`src/design/u8u16_pkg.sv`:
```
package u8u16_pkg;

    localparam int Q_DEPTH = 4;

    localparam int BYTE_W  = 8;
    localparam int UNIT_W  = 16;
    localparam int CP_W    = 21;
    localparam int PAIR_W  = 20;

    typedef enum logic [2:0] {
        ST_OK       = 3'd0,
        ST_BAD_LEAD = 3'd1,
        ST_BAD_CONT = 3'd2,
        ST_TRUNC    = 3'd3,
        ST_SURR     = 3'd4,
        ST_BIG      = 3'd5
    } status_t;

    localparam logic [5:0] HI_SURR_TAG = 6'b110110;
    localparam logic [5:0] LO_SURR_TAG = 6'b110111;

    // One queued job for the output side: a single unit or a surrogate pair.
    // For a pair the payload holds the code point less 0x10000.
    typedef struct packed {
        logic              pair;
        logic [PAIR_W-1:0] payload;
        status_t           status;
        logic              eos;
    } entry_t;

    typedef struct packed {
        logic   push;
        entry_t entry;
    } push_t;

endpackage

```
`src/design/u8u16_front.sv`:
```
module u8u16_front
(
    input  logic                       clk,
    input  logic                       rst_n,
    input  logic                       accept,
    input  logic [u8u16_pkg::BYTE_W-1:0] in_byte,
    input  logic                       end_of_string,
    output u8u16_pkg::push_t           push_out
);
    import u8u16_pkg::*;

    logic [CP_W-1:0] acc_reg, acc_next;
    logic [1:0]      rem_reg, rem_next;
    logic            disc_reg, disc_next;

    logic [CP_W-1:0] cp;
    logic [CP_W-1:0] cp_off;
    logic            emit_cp;
    logic            err;
    status_t         err_st;

    always_comb
    begin
        acc_next  = acc_reg;
        rem_next  = rem_reg;
        disc_next = disc_reg;
        cp        = '0;
        emit_cp   = 1'b0;
        err       = 1'b0;
        err_st    = ST_OK;

        if (disc_reg)
        begin
            if (end_of_string)
            begin
                disc_next = 1'b0;
            end
        end
        else if (rem_reg == 2'd0)
        begin
            priority if (in_byte[7] == 1'b0)
            begin
                emit_cp = 1'b1;
                cp      = {{(CP_W-BYTE_W){1'b0}}, in_byte};
            end
            else if (in_byte[7:6] == 2'b10)
            begin
                err    = 1'b1;
                err_st = ST_BAD_LEAD;
            end
            else if (in_byte[7:5] == 3'b110)
            begin
                acc_next = {{(CP_W-5){1'b0}}, in_byte[4:0]};
                rem_next = 2'd1;
            end
            else if (in_byte[7:4] == 4'b1110)
            begin
                acc_next = {{(CP_W-4){1'b0}}, in_byte[3:0]};
                rem_next = 2'd2;
            end
            else if (in_byte[7:3] == 5'b11110)
            begin
                acc_next = {{(CP_W-3){1'b0}}, in_byte[2:0]};
                rem_next = 2'd3;
            end
            else
            begin
                err    = 1'b1;
                err_st = ST_BAD_LEAD;
            end
            // A lead byte that opens a sequence cannot also close the string.
            if (!err && !emit_cp && end_of_string)
            begin
                err    = 1'b1;
                err_st = ST_TRUNC;
            end
        end
        else
        begin
            if (in_byte[7:6] != 2'b10)
            begin
                err    = 1'b1;
                err_st = ST_BAD_CONT;
            end
            else
            begin
                cp       = {acc_reg[CP_W-7:0], in_byte[5:0]};
                acc_next = cp;
                rem_next = rem_reg - 2'd1;
                if (rem_reg == 2'd1)
                begin
                    emit_cp = 1'b1;
                end
                else if (end_of_string)
                begin
                    err    = 1'b1;
                    err_st = ST_TRUNC;
                end
            end
        end

        if (emit_cp)
        begin
            acc_next = '0;
            rem_next = 2'd0;
            if (cp >= CP_W'(24'hD800) && cp <= CP_W'(24'hDFFF))
            begin
                err    = 1'b1;
                err_st = ST_SURR;
            end
            else if (cp > CP_W'(24'h10FFFF))
            begin
                err    = 1'b1;
                err_st = ST_BIG;
            end
        end

        if (err)
        begin
            acc_next  = '0;
            rem_next  = 2'd0;
            disc_next = !end_of_string;
        end
    end

    assign cp_off = cp - CP_W'(24'h10000);

    always_comb
    begin
        push_out.push         = accept && (emit_cp || err);
        push_out.entry.eos    = end_of_string;
        push_out.entry.status = err ? err_st : ST_OK;
        if (err)
        begin
            push_out.entry.pair    = 1'b0;
            push_out.entry.payload = '0;
        end
        else if (cp[CP_W-1:UNIT_W] != '0)
        begin
            push_out.entry.pair    = 1'b1;
            push_out.entry.payload = cp_off[PAIR_W-1:0];
        end
        else
        begin
            push_out.entry.pair    = 1'b0;
            push_out.entry.payload = {{(PAIR_W-UNIT_W){1'b0}}, cp[UNIT_W-1:0]};
        end
    end

    always_ff @(posedge clk or negedge rst_n)
    begin
        if (!rst_n)
        begin
            acc_reg  <= '0;
            rem_reg  <= 2'd0;
            disc_reg <= 1'b0;
        end
        else if (accept)
        begin
            acc_reg  <= acc_next;
            rem_reg  <= rem_next;
            disc_reg <= disc_next;
        end
    end

endmodule

```
`src/design/u8u16_queue.sv`:
```
module u8u16_queue
#(
    parameter int QueueDepth = u8u16_pkg::Q_DEPTH
)
(
    input  logic                clk,
    input  logic                rst_n,
    input  u8u16_pkg::push_t    push_in,
    input  logic                pop,
    output u8u16_pkg::entry_t   head,
    output logic                empty,
    output logic                full
);
    import u8u16_pkg::*;

    localparam int PtrW = (QueueDepth > 1) ? $clog2(QueueDepth) : 1;
    localparam int CntW = $clog2(QueueDepth + 1);
    localparam logic [PtrW-1:0] LastIdx = PtrW'(QueueDepth - 1);

    entry_t          mem [QueueDepth];
    logic [PtrW-1:0] wr_ptr_reg, wr_ptr_next;
    logic [PtrW-1:0] rd_ptr_reg, rd_ptr_next;
    logic [CntW-1:0] count_reg, count_next;
    logic            do_push;
    logic            do_pop;

    assign empty   = (count_reg == '0);
    assign full    = (count_reg == CntW'(QueueDepth));
    assign do_push = push_in.push && !full;
    assign do_pop  = pop && !empty;
    assign head    = mem[rd_ptr_reg];

    always_comb
    begin
        wr_ptr_next = wr_ptr_reg;
        rd_ptr_next = rd_ptr_reg;
        if (do_push)
        begin
            wr_ptr_next = (wr_ptr_reg == LastIdx) ? '0 : wr_ptr_reg + 1'b1;
        end
        if (do_pop)
        begin
            rd_ptr_next = (rd_ptr_reg == LastIdx) ? '0 : rd_ptr_reg + 1'b1;
        end
        count_next = count_reg + CntW'(do_push) - CntW'(do_pop);
    end

    always_ff @(posedge clk)
    begin
        if (do_push)
        begin
            mem[wr_ptr_reg] <= push_in.entry;
        end
    end

    always_ff @(posedge clk or negedge rst_n)
    begin
        if (!rst_n)
        begin
            wr_ptr_reg <= '0;
            rd_ptr_reg <= '0;
            count_reg  <= '0;
        end
        else
        begin
            wr_ptr_reg <= wr_ptr_next;
            rd_ptr_reg <= rd_ptr_next;
            count_reg  <= count_next;
        end
    end

endmodule

```
`src/design/u8u16_back.sv`:
```
module u8u16_back
(
    input  logic                          clk,
    input  logic                          rst_n,
    input  u8u16_pkg::entry_t             head,
    input  logic                          empty,
    output logic                          pop,
    output logic                          unit_valid,
    input  logic                          unit_ready,
    output logic [u8u16_pkg::UNIT_W-1:0]  code_unit,
    output u8u16_pkg::status_t            status,
    output logic                          run_last,
    output logic                          string_done
);
    import u8u16_pkg::*;

    logic              valid_reg, valid_next;
    logic              half_reg, half_next;
    logic [UNIT_W-1:0] unit_reg, unit_next;
    status_t           status_reg, status_next;
    logic              last_reg, last_next;
    logic              done_reg, done_next;
    logic              load;

    // The output register takes a new result whenever it is empty or being drained.
    assign load = !valid_reg || unit_ready;

    always_comb
    begin
        valid_next  = valid_reg;
        half_next   = half_reg;
        unit_next   = unit_reg;
        status_next = status_reg;
        last_next   = last_reg;
        done_next   = done_reg;
        pop         = 1'b0;
        if (load)
        begin
            valid_next = !empty;
            if (!empty)
            begin
                status_next = head.status;
                if (head.pair && !half_reg)
                begin
                    unit_next = {HI_SURR_TAG, head.payload[PAIR_W-1:10]};
                    last_next = 1'b0;
                    done_next = 1'b0;
                    half_next = 1'b1;
                end
                else if (head.pair)
                begin
                    unit_next = {LO_SURR_TAG, head.payload[9:0]};
                    last_next = 1'b1;
                    done_next = head.eos;
                    half_next = 1'b0;
                    pop       = 1'b1;
                end
                else
                begin
                    unit_next = head.payload[UNIT_W-1:0];
                    last_next = 1'b1;
                    done_next = head.eos;
                    pop       = 1'b1;
                end
            end
        end
    end

    always_ff @(posedge clk or negedge rst_n)
    begin
        if (!rst_n)
        begin
            valid_reg <= 1'b0;
            half_reg  <= 1'b0;
        end
        else
        begin
            valid_reg <= valid_next;
            half_reg  <= half_next;
        end
    end

    always_ff @(posedge clk)
    begin
        unit_reg   <= unit_next;
        status_reg <= status_next;
        last_reg   <= last_next;
        done_reg   <= done_next;
    end

    assign unit_valid  = valid_reg;
    assign code_unit   = unit_reg;
    assign status      = status_reg;
    assign run_last    = last_reg;
    assign string_done = done_reg;

endmodule

```
`src/design/utf8_to_utf16_transcoder.sv`:
```
// UTF-8 to UTF-16 transcoder. One byte is taken per clock while the internal
// queue has room; a byte that completes a code point or hits an error places one
// job in a QueueDepth-entry queue, and the output register drains it, one UTF-16
// unit per clock while unit_ready holds, so a surrogate pair gives two units.
// Sustained input rate is one byte per cycle, limited only by the output side when
// pairs or a stalled consumer fill the queue. A byte's first result is written
// to the queue and then to the output register. After an error the block keeps
// accepting bytes but yields nothing up to and including the end_of_string byte.
module utf8_to_utf16_transcoder
#(
    parameter int QueueDepth = u8u16_pkg::Q_DEPTH
)
(
    input  logic                           clk,
    input  logic                           rst_n,
    input  logic                           byte_valid,
    output logic                           byte_ready,
    input  logic [u8u16_pkg::BYTE_W-1:0]   in_byte,
    input  logic                           end_of_string,
    output logic                           unit_valid,
    input  logic                           unit_ready,
    output logic [u8u16_pkg::UNIT_W-1:0]   code_unit,
    output logic [2:0]                     status,
    output logic                           run_last,
    output logic                           string_done
);
    import u8u16_pkg::*;

    push_t   push;
    entry_t  head;
    logic    empty;
    logic    full;
    logic    pop;
    logic    accept;
    status_t status_int;

    assign byte_ready = !full;
    assign accept     = byte_valid && byte_ready;

    u8u16_front u_front
    (
        .clk           (clk),
        .rst_n         (rst_n),
        .accept        (accept),
        .in_byte       (in_byte),
        .end_of_string (end_of_string),
        .push_out      (push)
    );

    u8u16_queue #(.QueueDepth(QueueDepth)) u_queue
    (
        .clk     (clk),
        .rst_n   (rst_n),
        .push_in (push),
        .pop     (pop),
        .head    (head),
        .empty   (empty),
        .full    (full)
    );

    u8u16_back u_back
    (
        .clk         (clk),
        .rst_n       (rst_n),
        .head        (head),
        .empty       (empty),
        .pop         (pop),
        .unit_valid  (unit_valid),
        .unit_ready  (unit_ready),
        .code_unit   (code_unit),
        .status      (status_int),
        .run_last    (run_last),
        .string_done (string_done)
    );

    assign status = status_int;

endmodule

```
`config.mk`:
```
export PLATFORM = sky130hd
export DESIGN_NAME = utf8_to_utf16_transcoder
export DESIGN_NICKNAME = d
export VERILOG_FILES = /design/src/design/u8u16_pkg.sv /design/src/design/u8u16_front.sv /design/src/design/u8u16_queue.sv /design/src/design/u8u16_back.sv /design/src/design/utf8_to_utf16_transcoder.sv
export SDC_FILE = /design/constraint.sdc
export NUM_CORES = 1
export LEC_CHECK = 0
export BUFFER_PORTS_ARGS = -buffer_cell sky130_fd_sc_hd__buf_4
export CORE_UTILIZATION = 45
export CTS_CLUSTER_SIZE = 16
export DETAILED_ROUTE_END_ITERATION = 12
export SKIP_LAST_GASP = 1
export SYNTH_ARGS = -nofsm -noshare
export SYNTH_HDL_FRONTEND = slang
export SYNTH_SLANG_ARGS = --single-unit
```
`constraint.sdc`:
```
create_clock -name clk -period 3.34 [get_ports clk]
set_clock_uncertainty 0.1 [all_clocks]
set_input_delay 0.501 -clock clk [delete_from_list [all_inputs] [get_ports clk]]
set_output_delay 0.501 -clock clk [all_outputs]
set_load 0.01 [all_outputs]
```
==> metrics.md, run 1 <==
| Metric | Value |
|---|---|
| EDFF count, synth | roughly 120 |
| Total CTS buffers | 17 |
| Hold Path Origin | unit_ready |
| Reg clk slew, reported paths | 0.06 ns |
| GRT Residual Overflow | 0 |
| Ys async rst share | between 10% and 20% |
| Commonest non-fill, non-tap cell in the layout | edfxtp_1 |
| RSZ-0062 raised after global routing | no |
| Nets | 443 |
| Fin. Hold Viols | 0 |
| Largest net degree at the start of global routing | 28 |
| Global route hottest layer | met2 |
| Crit Path Max Fanout | 18 |
| Synth cell types | 55 |
| Avg Synthesized Cell Area | between 15 and 20 um2 |
| Met1 GRT Util | roughly a quarter |
| Worst-path cell chain | nor2_2 -> nor3_1 -> nand2_1 -> ha_1 -> nand4b_1 -> nor4b_1 -> a31oi_1 -> o21ai_2 -> o211a_4 -> nor3b_1 |
| Drt drc | 0 |
| Syn. warnings | 0 |
| Max reg flops | 100 |
| Worst R2R End | u_queue.mem[3][10] |
| Final design utilization | between 50% and 60% |
| Worst path bufs/invs | 0 |
| Final Critical Period | 3.087 ns |
| Port Buffers | 35 |
| Met3 GRT Util | under 10% |
| Sequential share of power | approximately 42% |
| P_sw | just over 2 mW |
| # diodes | 0 |
| Hold Path Sink | u_back.unit_valid |
| Die height | approximately 120 um |
| Sequential cell area | roughly 0.0043 mm2 |
| CTS H-tree lvls | 4 |
| DP HPWL | 7766 um |
| Vias in the first global route | about 3500 |
| First-pass GRT wire length | 19580 um |
| Final GP Congestion | 0.9082 |
| Worst Tran Pin Value | roughly 0.77 ns |
| Flop-to-flop setup slack | 0.25 ns |
| Die ar. | 0.01447 mm2 |
| Hold depth | 2 |
| Pwr dens | around 900 mW/mm2 |
| Final ANT Viol Nets | 0 |
| Slowest Stage Delay on Critical Path | 0.50 ns |
| Slew headroom | between 40% and 50% |
| Final worst setup slack | 0.2525 ns |
| Area growth syn-to-layout | 17.67% |
| Global-route usage over all layers | 18.76% |
| Clock share of power | between 20% and 30% |
| WP data arrival | between 3 and 4 ns |
| CTS tree | yes |
| Core area | roughly 0.013 mm2 |
| CP Capture Type | register |
| Post-CTS Setup Bufs | 0 |
| Clk buf depth | 2 |
| Post-synth top area share | around 58% |
| Critical Path RT | 3.41 ns |
| Grt met2 use | 27.84% |
| Cts repair resizes | 0 |
| Reg2reg start | u_front.rem_reg[1] |
| Setup Viol. Count Final | 0 |
| Internal | approximately 4.7 mW |
| Synth area leaders | edfxtp_1, dfrtp_1, mux4_1, mux4_2, mux2_2 |
| Startpoint Class | register |
| Post-synthesis sequential element count | 148 |
| Prevailing post-synth register cell | edfxtp_1 |
| Achievable clock frequency | roughly 320 MHz |
| Initial antenna violation count | 0 |
| Pre-antenna DRT Iters | 5 |
| Comb pwr share | a little under a third |
| DIE WIDTH | between 100 and 150 um |
| Via count | approximately 3400 |
| Worst path top cell family by delay | simple AND/OR/NAND/NOR gates |
| Initial Util | a little under half |
| Clk_lat worst skew | roughly 0.42 ns |
| Root Driver | clkbuf_16 |
| Via/cell ratio | around 5.6 |
| Syn nets | 392 |
| Setup slack after placement | 0.2748 ns |
| Max Cap Viol | 0 |
| Total wire length | between 10000 and 15000 um |
| Sw frac | between 30% and 40% |
| Area of the multi-input gates | roughly 0.0018 mm2 |
| Ports | 36 |
| Initial drt markers | 240 |
| Clk sinks | roughly 150 |
| Highest-count cells in the layout ignoring fill and taps | edfxtp_1, buf_4, dfrtp_1 |
| Post-Syn Area | ~0.0063 mm2 |
| Status | finished clean |
| Final Cycle Share | between 90% and 100% |
| CP Class | reg -> reg |
| # rows | 42 |
| Total chip power | roughly 6.7 mW |
| Final Max Tran Viols | 0 |
| Hold Crit Class | in -> reg |
| Layout cell share with drive strength beyond 1 | between 20% and 30% |
| Post-Synthesis Cells | about 370 |
| Fillers | between 1000 and 1500 |
| Total negative setup slack | 0 ns |
| WL/cell | roughly 20 um |
| Maximum vdd drop | approximately 0.41 mV |
| R2R depth | 10 |
| Leading area contributor after synthesis | edfxtp_1 |
| Sequential-to-total area share from yosys stat | roughly two thirds |
| Leakage | between 2 and 3 nW |
| Critical path's slowest cell | dfrtp_1 |
[Yosys cell counts, types with 3 or more instances]
cell type	count
ha_1	9
a22o_1	13
nand2b_1	3
nor3_1	7
edfxtp_1	121
nor2_1	8
and4_1	7
a31oi_1	3
o31ai_1	4
inv_1	14
buf_2	4
or2_2	4
and2_1	6
mux4_2	13
nand2_1	14
nand4_1	3
nand3_1	4
a21oi_1	12
dfrtp_1	27
nor3b_1	3
clkbuf_1	6
mux2_2	14
o21ai_0	6
and3_1	13
mux4_1	12
[kinds of logic (layout without fill, tap and decap cells)]
kind of cell / after synthesis / in the layout / share of synthesized area (%)
flip-flops: 148 / 148 / 68.44
AND/OR/NAND/NOR: 87 / 87 / 8.248
AO/OA/AOI/OAI: 50 / 50 / 5.903
multiplexers: 40 / 40 / 12.40
buffers and inverters: 30 / 94 / 2.345
adder cells (fa/ha/maj): 10 / 10 / 2.107
XOR/XNOR: 4 / 4 / 0.5565
[what timing repair did]
action | 4_1_cts | 5_1_grt
hold buffers | 1 | 0
setup endpoints to repair | 0 | 0
endpoints found under the hold margin | 27 | 0
[cell type report]
cell class              count  area share [%]
well taps                 176           2.972
inverters                  14          0.7093
clock buffers              17           5.742
flip-flops and latches    148           58.17
repair buffers             48           5.404
clock inverters            15           2.128
multi-input cells         191           24.88
[power groups by stage]
stage | sequential (mW) | clock [mW] | combinational (mW)
after global placement | 2.83 | 0 | 2.00
after CTS | 2.82 | 1.89 | 2.05
after global routing | 2.86 | 1.95 | 2.20
final | 2.81 | 1.85 | 2.01
after detailed placement | 2.85 | 0 | 2.04
after floorplan | 2.84 | 0 | 1.35
[per-stage QoR]
step                      cell area [um2]  instances  hold slack [ns]
after detailed placement             6815        576           0.3577
final                                7408        609           0.1625
after floorplan                      6296        369           0.1054
after global routing                 7408        609           0.1681
after global placement               6815        576           0.3505
after CTS                            7408        609           0.1444
[routing by layer]
layer | up-vias | share of wire, %
li1 | 1583 | -
met1 | 1725 | 46
met2 | 111 | 47
met3 | 4 | 5.9
met4 | 0 | 0.73
met5 | - | 0
[worst max-delay path by stage]
stage	from	endpoint	slack, ns	cells past startpoint
6_report	u_front.rem_reg[1]	u_queue.mem[3][10]	0.25	10
5_1_grt	u_front.rem_reg[1]	u_queue.mem[3][10]	0.01	10
4_1_cts	u_front.rem_reg[1]	u_queue.mem[3][10]	0.37	10
3_5_place_dp	in_byte[6]	u_queue.mem[1][10]	0.27	11
3_3_place_gp	in_byte[5]	u_queue.mem[0][15]	0.43	8
2_1_floorplan	unit_ready	u_queue.count_reg[2]	0.11	9
No activity file was read; power rests on OpenSTA's default activity.
==> run 2, diff against run 1 <==
- CORE_UTILIZATION: 45 -> 55
- PLACE_DENSITY: unset -> 0.76
==> run 2 against run 1 <==
  * Power up 0.24%
  * Sequential cell count unchanged
  * Global-route usage is 4.2 points higher
  * Non-clock buffer count rose by 3
  * Core utilization grew 12 points
==> metrics.md, run 2 (synthesis results as in run 1) <==
| Metric | Value |
|---|---|
| Largest net degree at the start of global routing | 28 |
| DP HPWL | ~7800 um |
| Startpoint Class | register |
| Inst Count DP | ~540 |
| Final Critical Period | between 2 and 3 ns |
| Pre-antenna DRT Iters | 4 |
| Clk_lat worst skew | ~0.4 ns |
| Drt drc | 0 |
| Die ar. | 0.01188 mm2 |
| Initial antenna violation count | 1 |
| Slew headroom | a little over half |
| Critical Path RT | roughly 3.4 ns |
| Commonest non-fill, non-tap cell in the layout | edfxtp_1 |
| GRT Residual Overflow | 0 |
| Core area | ~0.011 mm2 |
| Global-route usage over all layers | between 20 and 25% |
| Crit Path Max Fanout | 18 |
| Ports | 36 |
| WP data arrival | a little over 3 ns |
| Initial Util | between 50 and 60% |
| Clk buf depth | 2 |
| Reg clk slew, reported paths | about 0.06 ns |
| WL/cell | about 21 um |
| Cts repair resizes | 0 |
| Pwr dens | approximately 900 mW/mm2 |
| CP Capture Type | register |
| Final Non-Filler Cells | between 500 and 600 |
| Status | finished clean |
| Leakage | ~2.8 nW |
| Total CTS buffers | 17 |
| Final ANT Viol Nets | 0 |
| RSZ-0062 raised after global routing | no |
| Final GP Congestion | around 0.95 |
| Final design utilization | between 60% and 70% |
| Slowest Stage Delay on Critical Path | 0.50 ns |
| Total chip power | about 6.7 mW |
| Nets | 446 |
| Layout cell share with drive strength beyond 1 | 27.52% |
| DIE WIDTH | approximately 110 um |
| Die height | 109.0 um |
| Critical path's slowest cell | dfrtp_1 |
| Final Max Tran Viols | 0 |
| First-pass GRT wire length | 19320 um |
| Highest-count cells in the layout ignoring fill and taps | edfxtp_1, buf_4, dfrtp_1 |
| # diodes | 0 |
| Maximum vdd drop | 0.6232 mV |
| Final Cycle Share | 89.31% |
| Hold_ws | about 0.17 ns |
| Max reg flops | 100 |
| Total wire length | around 12000 um |
| Max Cap Viol | 0 |
| Hold Crit Class | in -> reg |
| Via/cell ratio | around 6 |
| CTS H-tree lvls | 4 |
| Clk sinks | 148 |
| Setup Viol. Count Final | 0 |
| Post-CTS Setup Bufs | 0 |
| # rows | 38 |
| Via count | about 3500 |
| Vias in the first global route | 3629 |
| CTS tree | yes |
| Fin. Hold Viols | 0 |
| Port Buffers | 35 |
| Total negative setup slack | 0 ns |
| Achievable clock frequency | 335.2 MHz |
| Worst path bufs/invs | 1 |
| Worst path top cell family by delay | simple AND/OR/NAND/NOR gates |
| Area growth syn-to-layout | 17.79% |
| CP Class | reg -> reg |
| Root Driver | clkbuf_16 |
| Worst-path cell chain | nor2_2 -> nor3_1 -> buf_4 -> nand2_1 -> ha_1 -> nand4b_1 -> nor4b_1 -> a31oi_1 -> o21ai_2 -> o211a_4 -> nor3b_1 |
| Initial drt markers | around 300 |
| Worst Tran Pin Value | between 0.6 and 0.7 ns |
[run 2: cell count changes in the layout (fill, tap and decap cells not counted), moves of 3 or more]
cell / before / now
clkbuf_1: 0 / 4
clkbuf_16: 17 / 20
clkbuf_8: 0 / 4
clkinv_2: 3 / 0
inv_6: 3 / 0
[run 2: cell type report]
cell class                      instances  area, um2
Clock buffer                           28      570.5
Clock inverter                          4      30.03
Fill cell                             718       3567
Inverter                               14      52.55
Multi-Input combinational cell        191       1843
Sequential cell                       148       4309
Tap cell                              140      175.2
Timing Repair Buffer                   51      435.4
[run 2: path summary, 6_finish.rpt]
path | from | end | slack [ns] | depth (start not counted)
min in group asynchronous | rst_n | u_queue.count_reg[0] | 0.46 | 2
min reg2reg | u_queue.count_reg[0] | u_back.unit_valid | 0.43 | 2
max in group asynchronous | rst_n | u_front.acc_reg[9] | 2.38 | 2
min | unit_ready | u_back.unit_valid | 0.17 | 2
max | u_front.rem_reg[1] | u_queue.mem[3][10] | 0.36 | 11
max reg2reg | u_front.rem_reg[1] | u_queue.mem[3][10] | 0.36 | 11
[run 2: report_power, final]
part	switching (mW)	internal, mW	total, mW	leakage, nW
logic	1.02	0.973	2.00	1.04
clock network	0.696	1.17	1.86	0.289
registers	0.233	2.59	2.83	1.48
total	1.95	4.73	6.68	2.81
[run 2: timing repair]
action | CTS | global route
endpoints found under the setup margin | 0 | 0
hold buffers | 1 | 0
endpoints found under the hold margin | 27 | 0
[run 2: metrics by stage]
stage | worst slack (ns) | area, um2
after floorplan | 0.1061 | 6296
after global placement | 0.3810 | 6805
after detailed placement | 0.2280 | 6805
after CTS | 0.3872 | 7416
after global routing | 0.1555 | 7416
final | 0.3569 | 7416
[run 2: routing by layer]
| metal | global-route usage (%) | vias up | part of all wire [%] |
|---|---|---|---|
| met5 | 0 | - | 0.11 |
| met4 | 10.04 | 2 | 2.3 |
| met3 | 5.918 | 29 | 6.1 |
| met2 | 36.75 | 130 | 49 |
| met1 | 29.76 | 1770 | 42 |
| li1 | - | 1590 | - |
==> run 3, diff against run 2 <==
- ABC_AREA: unset -> 1
- PLACE_DENSITY: 0.76 -> 0.73
- SLEW_MARGIN: unset -> 30
- clock period: 3.34 -> 3.6 ns (I/O delays scaled with it)
==> run 3 against run 2 <==
  * Critical endpoint is now u_queue.mem[0][4]
  * Critical path depth is 1 higher
  * Highest routed layer is now met4
  * The run now ends with DRC left
  * Clock power is 6% lower
  * Power is 2.4% lower
  * Cell count is 41% higher
  * Combinational power is 11% higher
  * First-iteration DRC count is 13% higher
  * Count of clock-buffer cells in the layout is 10 lower
==> metrics.md, run 3 <==
| Metric | Value |
|---|---|
| WL met2 | around 7000 um |
| Placed Area | just over 0.007 mm2 |
| Ports | 36 |
| Post-CTS Setup Bufs | 0 |
| Metal3 WL | approximately 720 um |
| Hold_ws | 0.2016 ns |
| Worst Tran Pin Value | ~0.49 ns |
| CP startpoint | u_front.rem_reg[1] |
| Leakage | approximately 2.9 nW |
| Syn. warnings | 0 |
| Max reg flops | 100 |
| First-pass GRT wire length | roughly 23000 um |
| Inst Count DP | 778 |
| Root Driver | clkbuf_16 |
| CP Class | reg -> reg |
| Pre-antenna DRT Iters | 9 |
| Setup Viol. Count Final | 0 |
| Area of the multi-input gates | 0.001977 mm2 |
| Final Non-Filler Cells | between 800 and 900 |
| Status | finished with violations |
| EDFF count, synth | 121 |
| Final Max Tran Viols | 0 |
| Clk buf depth | 2 |
| Finished Cell Area | 0.007640 mm2 |
| Achievable clock frequency | 336.5 MHz |
| Clk sinks | 148 |
| # diodes | 0 |
| Reg clk slew, reported paths | approximately 0.06 ns |
| Post-synth top area share | 54.70% |
| RSZ-0062 raised after global routing | no |
| Final Cycle Share | between 80% and 90% |
| Startpoint Class | register |
| Final GP Congestion | just under 0.9 |
| WP data arrival | around 3.1 ns |
| Hold Path Origin | unit_ready |
| Clk_lat worst skew | between 0.4 and 0.5 ns |
| Slew headroom | roughly two thirds |
| Top-count cell post-synth | edfxtp_1 |
| Post-synthesis sequential element count | 148 |
| WL/cell | roughly 17 um |
| Reg2reg start | u_front.rem_reg[1] |
| GRT Residual Overflow | 0 |
| CTS H-tree lvls | 4 |
| Post-Syn Area | 0.006643 mm2 |
| Routed met1 length | approximately 6000 um |
| Synth area leaders | edfxtp_1, dfrtp_1, nor2_1, nand2_1, o21ai_0 |
| Post-Synthesis Cells | 615 |
| Prevailing post-synth register cell | edfxtp_1 |
| Max Cap Viol | 0 |
| Initial Util | 57.20% |
| Crit Path Max Fanout | 23 |
| Total negative setup slack | 0 ns |
| Commonest non-fill, non-tap cell in the layout | edfxtp_1 |
| Core area | 0.01161 mm2 |
| Sequential-to-total area share from yosys stat | 64.87% |
| Drt drc | 2 |
| Initial drt markers | around 340 |
| Via count | about 4500 |
| Fin. Hold Viols | 0 |
| Die ar. | roughly 0.013 mm2 |
| Final Critical Period | 2.972 ns |
| Highest-count cells in the layout ignoring fill and taps | edfxtp_1, nor2_1, nand2_1 |
| Pwr dens | between 800 and 900 mW/mm2 |
| Failing checks | DRC |
| Final ANT Viol Nets | 0 |
| Die height | around 110 um |
| Hold Crit Class | in -> reg |
| Port Buffers | 35 |
| Vias in the first global route | 4439 |
| Sequential cell area | 0.004309 mm2 |
| Global-route usage over all layers | between 20% and 30% |
| List of most frequent post-synthesis cells | edfxtp_1, nor2_1, nand2_1 |
| Total chip power | between 6 and 7 mW |
| Largest net degree at the start of global routing | 50 |
| Avg Synthesized Cell Area | approximately 11 um2 |
| # rows | 39 |
| Total CTS buffers | 17 |
| Initial antenna violation count | 0 |
| Syn nets | between 600 and 700 |
| Via/cell ratio | 5.600 |
| Top routing layer in use | met4 |
| Nets | slightly below 700 |
| Ys async rst share | between 15 and 20% |
| DP HPWL | between 9000 and 10000 um |
| Fillers | between 800 and 900 |
| CP Capture Type | register |
| Area growth syn-to-layout | 15.01% |
| Leading area contributor after synthesis | edfxtp_1 |
| DIE WIDTH | around 110 um |
| Maximum vdd drop | ~0.37 mV |
| Critical Path RT | about 3.7 ns |
| Synth cell types | 32 |
| Total wire length | ~14000 um |
| CTS tree | yes |
| Layout cell share with drive strength beyond 1 | about 17% |
## run 3: kinds of logic (layout without fill, tap and decap cells)
group,Yosys count,count (layout),share of synthesized area [%]
AND/OR/NAND/NOR,259,259,18.01
buffers and inverters,85,138,5.557
flip-flops,148,148,64.87
XOR/XNOR,3,3,0.3956
AO/OA/AOI/OAI,110,110,9.173
adder cells (fa/ha/maj),10,10,1.997
## run 3: report_power, final
part	switching, mW	internal (mW)
Clock	0.697	1.04
Sequential	0.162	2.41
Combinational	1.49	0.721
## run 3: layout make-up
type                            instances  share of cell area [%]
Timing Repair Buffer                   49                   4.848
Sequential cell                       148                   56.40
Multi-Input combinational cell        382                   25.88
Clock buffer                           18                   5.748
Tap cell                              143                   2.342
Inverter                               57                   2.801
Clock inverter                         14                   1.982
## run 3: repair_timing
item,in CTS,in global routing
resized for setup,0,0
hold buffers,1,0
hold endpoints to repair,27,0
## run 3: worst max-delay path, cell delays in order (launching register included)
cell and delay, ns:
dfrtp_1 0.42, nor2_2 0.36, buf_4 0.25, nor2_1 0.06
nand2_1 0.11, nand2_1 0.10, nor2_1 0.17, nand2_1 0.07
nor2_1 0.17, a21oi_1 0.11, nand2_2 0.11, nand3_4 0.25
nor3b_1 0.46
## run 3: metrics by stage
| step | utilization [%] | setup WS (ns) |
|---|---|---|
| finish | 65.78 | 0.6285 |
| global route | 65.78 | 0.3906 |
| detailed placement | 60.61 | 0.6251 |
| CTS | 65.78 | 0.6907 |
| global placement | 60.61 | 0.7101 |
| floorplan | - | 0.4347 |
## run 3: worst paths after layout
kind | endpoint | slack (ns) | cells past startpoint
hold / removal | u_back.unit_valid | 0.20 | 2
max in group asynchronous | u_queue.rd_ptr_reg[1] | 2.68 | 2
setup reg to reg | u_queue.mem[0][4] | 0.63 | 12
min in group asynchronous | u_front.acc_reg[3] | 0.46 | 2
hold reg to reg | u_front.acc_reg[6] | 0.39 | 2
setup / recovery | u_queue.mem[0][4] | 0.63 | 12
## run 3: layer usage
metal	vias to the layer above	GRT usage [%]
li1	2202	-
met1	2166	30.09
met2	147	40.29
met3	27	5.498
met4	0	11.71
met5	-	0
